**src/hw/rtl/mhnt_pkg.sv**
```systemverilog
// Shared constants and controller/datapath interface types of the hanging note tracker.
`timescale 1ns / 1ps

package mhnt_pkg;

   localparam logic [2:0] CMD_MESSAGE = 3'd0;
   localparam logic [2:0] CMD_ADVANCE = 3'd1;
   localparam logic [2:0] CMD_CHECK   = 3'd2;
   localparam logic [2:0] CMD_STOP    = 3'd3;
   localparam logic [2:0] CMD_REFRESH = 3'd4;

   localparam int         CSR_INDEX_BITS     = 2;
   localparam int         CSR_DATA_BITS      = 32;
   localparam logic [1:0] CSR_MASTER_VOLUME  = 2'd0;
   localparam logic [1:0] CSR_MAX_NOTE_STEPS = 2'd1;
   localparam logic [1:0] CSR_GLOBAL_VOLUME  = 2'd2;

   localparam logic [8:0]  MASTER_VOLUME_RESET  = 9'd256;
   localparam logic [31:0] MAX_NOTE_STEPS_RESET = 32'd1920;

   localparam logic [3:0] TYPE_NOTE_OFF = 4'h8;
   localparam logic [3:0] TYPE_NOTE_ON  = 4'h9;
   localparam logic [3:0] TYPE_CONTROL  = 4'hB;
   localparam logic [3:0] TYPE_PROGRAM  = 4'hC;
   localparam logic [6:0] CTRL_VOLUME   = 7'd7;
   localparam logic [6:0] VOLUME_RESET  = 7'd127;

   localparam logic [1:0] LEN_SHORT = 2'd2;
   localparam logic [1:0] LEN_FULL  = 2'd3;

   typedef enum logic [1:0] {
      EMIT_MESSAGE  = 2'd0,
      EMIT_NOTE_OFF = 2'd1,
      EMIT_VOLUME   = 2'd2
   } emit_sel_type;

   typedef struct packed {
      logic         latch_req;
      logic         act_rd;
      logic         load_mask;
      logic         rel_load_act;
      logic         rel_clr;
      logic         scan_rd;
      logic         cnt_clr;
      logic         cnt_inc;
      logic         emit;
      emit_sel_type emit_sel;
      logic         msg_commit;
      logic         finish_write;
      logic         time_adv;
      logic         time_clear;
   } dp_cmd_type;

   typedef struct packed {
      logic [2:0] command;
      logic       key_ok;
      logic       global_mode;
      logic       rel_empty;
      logic       cnt_last;
      logic       slot_free;
   } dp_status_type;

endpackage

```
**src/hw/rtl/mhnt_ctrl.sv**
```systemverilog
// Controller state machine sequencing one request at a time through the datapath.
`timescale 1ns / 1ps

module mhnt_ctrl import mhnt_pkg::*; (
   input  logic          clock,
   input  logic          reset,
   input  logic          req_tvalid,
   output logic          req_tready,
   input  dp_status_type status,
   output dp_cmd_type    cmd
);

   typedef enum logic [8:0] {
      S_IDLE     = 9'b000000001,
      S_DECODE   = 9'b000000010,
      S_LOAD     = 9'b000000100,
      S_MSG      = 9'b000001000,
      S_SCAN     = 9'b000010000,
      S_SCAN_END = 9'b000100000,
      S_EMIT     = 9'b001000000,
      S_FINISH   = 9'b010000000,
      S_REFRESH  = 9'b100000000
   } state_type;

   state_type state_ff, state_in;

   assign req_tready = (state_ff == S_IDLE) && !reset;

   always_comb begin
      state_in = state_ff;
      cmd      = '0;
      cmd.emit_sel = EMIT_MESSAGE;
      case (state_ff)
         S_IDLE: begin
            if (req_tvalid) begin
               cmd.latch_req = 1'b1;
               state_in      = S_DECODE;
            end
         end
         S_DECODE: begin
            case (status.command)
               CMD_MESSAGE: begin
                  cmd.act_rd = 1'b1;
                  state_in   = S_LOAD;
               end
               CMD_ADVANCE: begin
                  cmd.time_adv = 1'b1;
                  state_in     = S_IDLE;
               end
               CMD_CHECK: begin
                  cmd.act_rd = status.key_ok;
                  state_in   = status.key_ok ? S_LOAD : S_IDLE;
               end
               CMD_STOP: begin
                  cmd.act_rd     = status.key_ok;
                  cmd.time_clear = !status.key_ok;
                  state_in       = status.key_ok ? S_LOAD : S_IDLE;
               end
               CMD_REFRESH: begin
                  cmd.cnt_clr = 1'b1;
                  state_in    = status.global_mode ? S_IDLE : S_REFRESH;
               end
               default: begin
                  state_in = S_IDLE;
               end
            endcase
         end
         S_LOAD: begin
            cmd.load_mask = 1'b1;
            case (status.command)
               CMD_MESSAGE: begin
                  state_in = S_MSG;
               end
               CMD_CHECK: begin
                  cmd.rel_clr = 1'b1;
                  cmd.cnt_clr = 1'b1;
                  state_in    = S_SCAN;
               end
               default: begin
                  cmd.rel_load_act = 1'b1;
                  state_in         = S_EMIT;
               end
            endcase
         end
         S_MSG: begin
            if (status.slot_free) begin
               cmd.emit       = 1'b1;
               cmd.emit_sel   = EMIT_MESSAGE;
               cmd.msg_commit = 1'b1;
               state_in       = S_IDLE;
            end
         end
         S_SCAN: begin
            cmd.scan_rd = 1'b1;
            if (status.cnt_last) begin
               state_in = S_SCAN_END;
            end
         end
         S_SCAN_END: begin
            state_in = S_EMIT;
         end
         S_EMIT: begin
            if (status.rel_empty) begin
               state_in = S_FINISH;
            end else if (status.slot_free) begin
               cmd.emit     = 1'b1;
               cmd.emit_sel = EMIT_NOTE_OFF;
            end
         end
         S_FINISH: begin
            cmd.finish_write = 1'b1;
            cmd.time_clear   = status.command == CMD_STOP;
            state_in         = S_IDLE;
         end
         S_REFRESH: begin
            if (status.slot_free) begin
               cmd.emit     = 1'b1;
               cmd.emit_sel = EMIT_VOLUME;
               if (status.cnt_last) begin
                  state_in = S_IDLE;
               end else begin
                  cmd.cnt_inc = 1'b1;
               end
            end
         end
         default: begin
            state_in = S_IDLE;
         end
      endcase
   end

   always_ff @(posedge clock) begin
      if (reset) begin
         state_ff <= S_IDLE;
      end else begin
         state_ff <= state_in;
      end
   end

endmodule

```
**config.mk**
```make
export PLATFORM = sky130hd
export DESIGN_NAME = mhnt_ctrl
export DESIGN_NICKNAME = d
export VERILOG_FILES = /design/src/hw/rtl/mhnt_pkg.sv /design/src/hw/rtl/mhnt_ctrl.sv
export SDC_FILE = /design/constraint.sdc
export NUM_CORES = 1
export LEC_CHECK = 0
export BUFFER_PORTS_ARGS = -buffer_cell sky130_fd_sc_hd__buf_2
export CAP_MARGIN = 20
export CORE_MARGIN = 2
export CORE_UTILIZATION = 30
export DETAILED_ROUTE_END_ITERATION = 16
export MAX_ROUTING_LAYER = met4
export PLACE_DENSITY_LB_ADDON = 0.3
export SYNTH_ARGS = -nofsm -noshare
export SYNTH_HDL_FRONTEND = slang
export SYNTH_SLANG_ARGS = --single-unit
```
**constraint.sdc**
```tcl
create_clock -name clock -period 4.2 [get_ports clock]
set_input_delay 0.42 -clock clock [delete_from_list [all_inputs] [get_ports clock]]
set_output_delay 0.42 -clock clock [all_outputs]
set_load 0.03 [all_outputs]
```
==> out/results.tsv <==
metric	value	unit
ys_warn_count	0	
fin_tns_setup	0	ns
min_from	reset	
holdPathEnd	state_ff[6]	
clock_latency	0.27	ns
n_antenna_cell	0	
r2r_start	state_ff[5]	
tightest_slew	0.457	ns
io_buffer_count	26	
finalClockSkew	0.00751	ns
syn_avg_cell_area	7.48	um^2
whs_path_depth	2	
hold_violations	0	
synth_top_family_by_area	simple AND/OR/NAND/NOR gates	
r2r_cells	5	
regToRegSetupSlack	2.40	ns
clk_pin_slew	0.07	ns
cp-start-kind	flop	
grt_util_met2	25.6	%
final_common_cell	buf_2	
cts_tree	yes	
synth_edf_count	0	
rr_endpoint	state_ff[1]	
vias_per_cell	5.50	
async_flop_share	0	%
root_buffer	clkbuf_4	
cts-buffers-inserted	3	
final_util	38.1	%
start_util	31.4	%
synth-xor-area-share	2.25	%
gp_congestion	0.883	
die_h	54.9	um
synth_cells	104	
largest_register	state_ff	
place_inst	155	
fp-row-count	18	
syn_area	778	um^2
crit_required	3.78	ns
ios	27	
met3_usage	1.61	%
drtAntennaViolNets	0	
dp_hpwl	1.73	mm
antenna_found_initial	0	
clk_path_buf_depth	2	
status	completed	
die_x	54.9	um
cts.sinks	9	
path_max_fanout	10	
area_delta_synth_final	21.4	%
fin_crit_sh	62.8	%
setup_violations	0	
rsz0062_at_grt	false	
fmax	379	MHz
ys_seq_elements	9	
htreeDepth	1	
grt.busiest_layer	met2	
critPathArrivalTime	2.22	ns
drive_gt1_share	29.5	%
drtIter0Drc	32	
muxShareOfSynthArea	0	%
cts_resized	0	
final_max_slew_viol_count	0	
synth.distinct_cells	40	
period_needed	2.64	ns
power.density	255	mW/mm^2
total_power	241	uW
end_kind	output port	
final_cells	159	
dieArea	0.00302	mm^2
final_nets	141	
drc	0	
p_leak	0.000397	uW
largest_reg_flops	9	
yosys.area_share.adder	0	%
synth_compound_area_share	15.3	%
hold_buffers	0	
synth_simple_gate_area_share	53.9	%
core	0.00248	mm^2
synth_ff_type	dfxtp_1	
grt_max_degree	12	
grt_pass1_wl	3.60	mm
grt_pass1_vias	777	
gr-usage-met1	23.6	%
ir_worst_vdd	0.130	mV
critical_path_class	flop to output port	
slew-limit-headroom	69.5	%
ys_seq_area_share	23.2	%
post_cts_buffers	0	
first_pass_iters	4	
hp-class	input pin to flop	
top_regs	state_ff x9	
grt_usage	17.4	%
syn-num-nets	115	
cap_viol_max_count	0	
layout_common_cells	buf_2, nor2_1, dfxtp_1	
wl_per_cell	14.4	um
finalWirelength	2.29	mm
grt.overflow.total	0	
vias	875	
## how the worst max path moves through the flow
stage,start,end,slack [ns],cells after the start
floorplan,state_ff[4],cmd[7],1.68,6
global placement,state_ff[2],cmd[4],1.95,6
detailed placement,state_ff[2],cmd[4],1.96,6
CTS,state_ff[2],cmd[6],1.58,6
global route,state_ff[2],cmd[6],1.50,6
finish,state_ff[2],cmd[6],1.56,6
## area by class of cell
class                           instances  area [um^2]
Inverter                                4         15.0
Clock buffer                            4         26.3
Timing Repair Buffer                   26          130
Sequential cell                         9          180
Tap cell                               30         37.5
Multi-Input combinational cell         86          556
Fill cell                             278         1530
## per-layer routing
| layer | wire length, um | up-vias |
|---|---|---|
| li1 | - | 432 |
| met1 | 1020 | 387 |
| met2 | 1030 | 47 |
| met3 | 155 | 9 |
| met4 | 84 | 0 |
| met5 | 0 | - |
## power by group
group	switching, uW	leakage (uW)	internal, uW
combinational	44.8	0.000309	29.9
sequential	5.79	0.0000730	89.3
clock	33.9	0.0000150	36.8
## metrics by stage
step | setup slack [ns] | hold WS [ns] | cell area, um^2
3_5_place_dp | 1.96 | 0.614 | 918
2_1_floorplan | 1.68 | 0.489 | 778
5_1_grt | 1.50 | 0.442 | 945
3_3_place_gp | 1.95 | 0.614 | 918
6_report | 1.56 | 0.429 | 945
4_1_cts | 1.58 | 0.424 | 945
## critical path, stage by stage, from the launching register on
cell      delay, ns
dfxtp_1        0.43
or4_4          0.58
nor4_2         0.22
nand3b_1       0.16
nor2_1         0.18
o21a_1         0.17
buf_2          0.20
## cell families after synthesis
family / after synthesis
AOI/OAI and AO/OA: 18
xor gates and xnor gates: 2
buffers and inverters: 9
DFF: 9
and+or+nand+nor: 66
## cell usage after synthesis, types with 3 or more instances
library cell,number,area [um^2]
o21ai_0,3,15.0
a21oi_1,5,25.0
nand2b_1,5,31.3
buf_2,4,20.0
nor4b_1,4,35.0
inv_1,4,15.0
nor3_1,5,25.0
nor2_1,21,78.8
dfxtp_1,9,180
nor2b_1,5,31.3
Power figures use the tool's default switching activity.
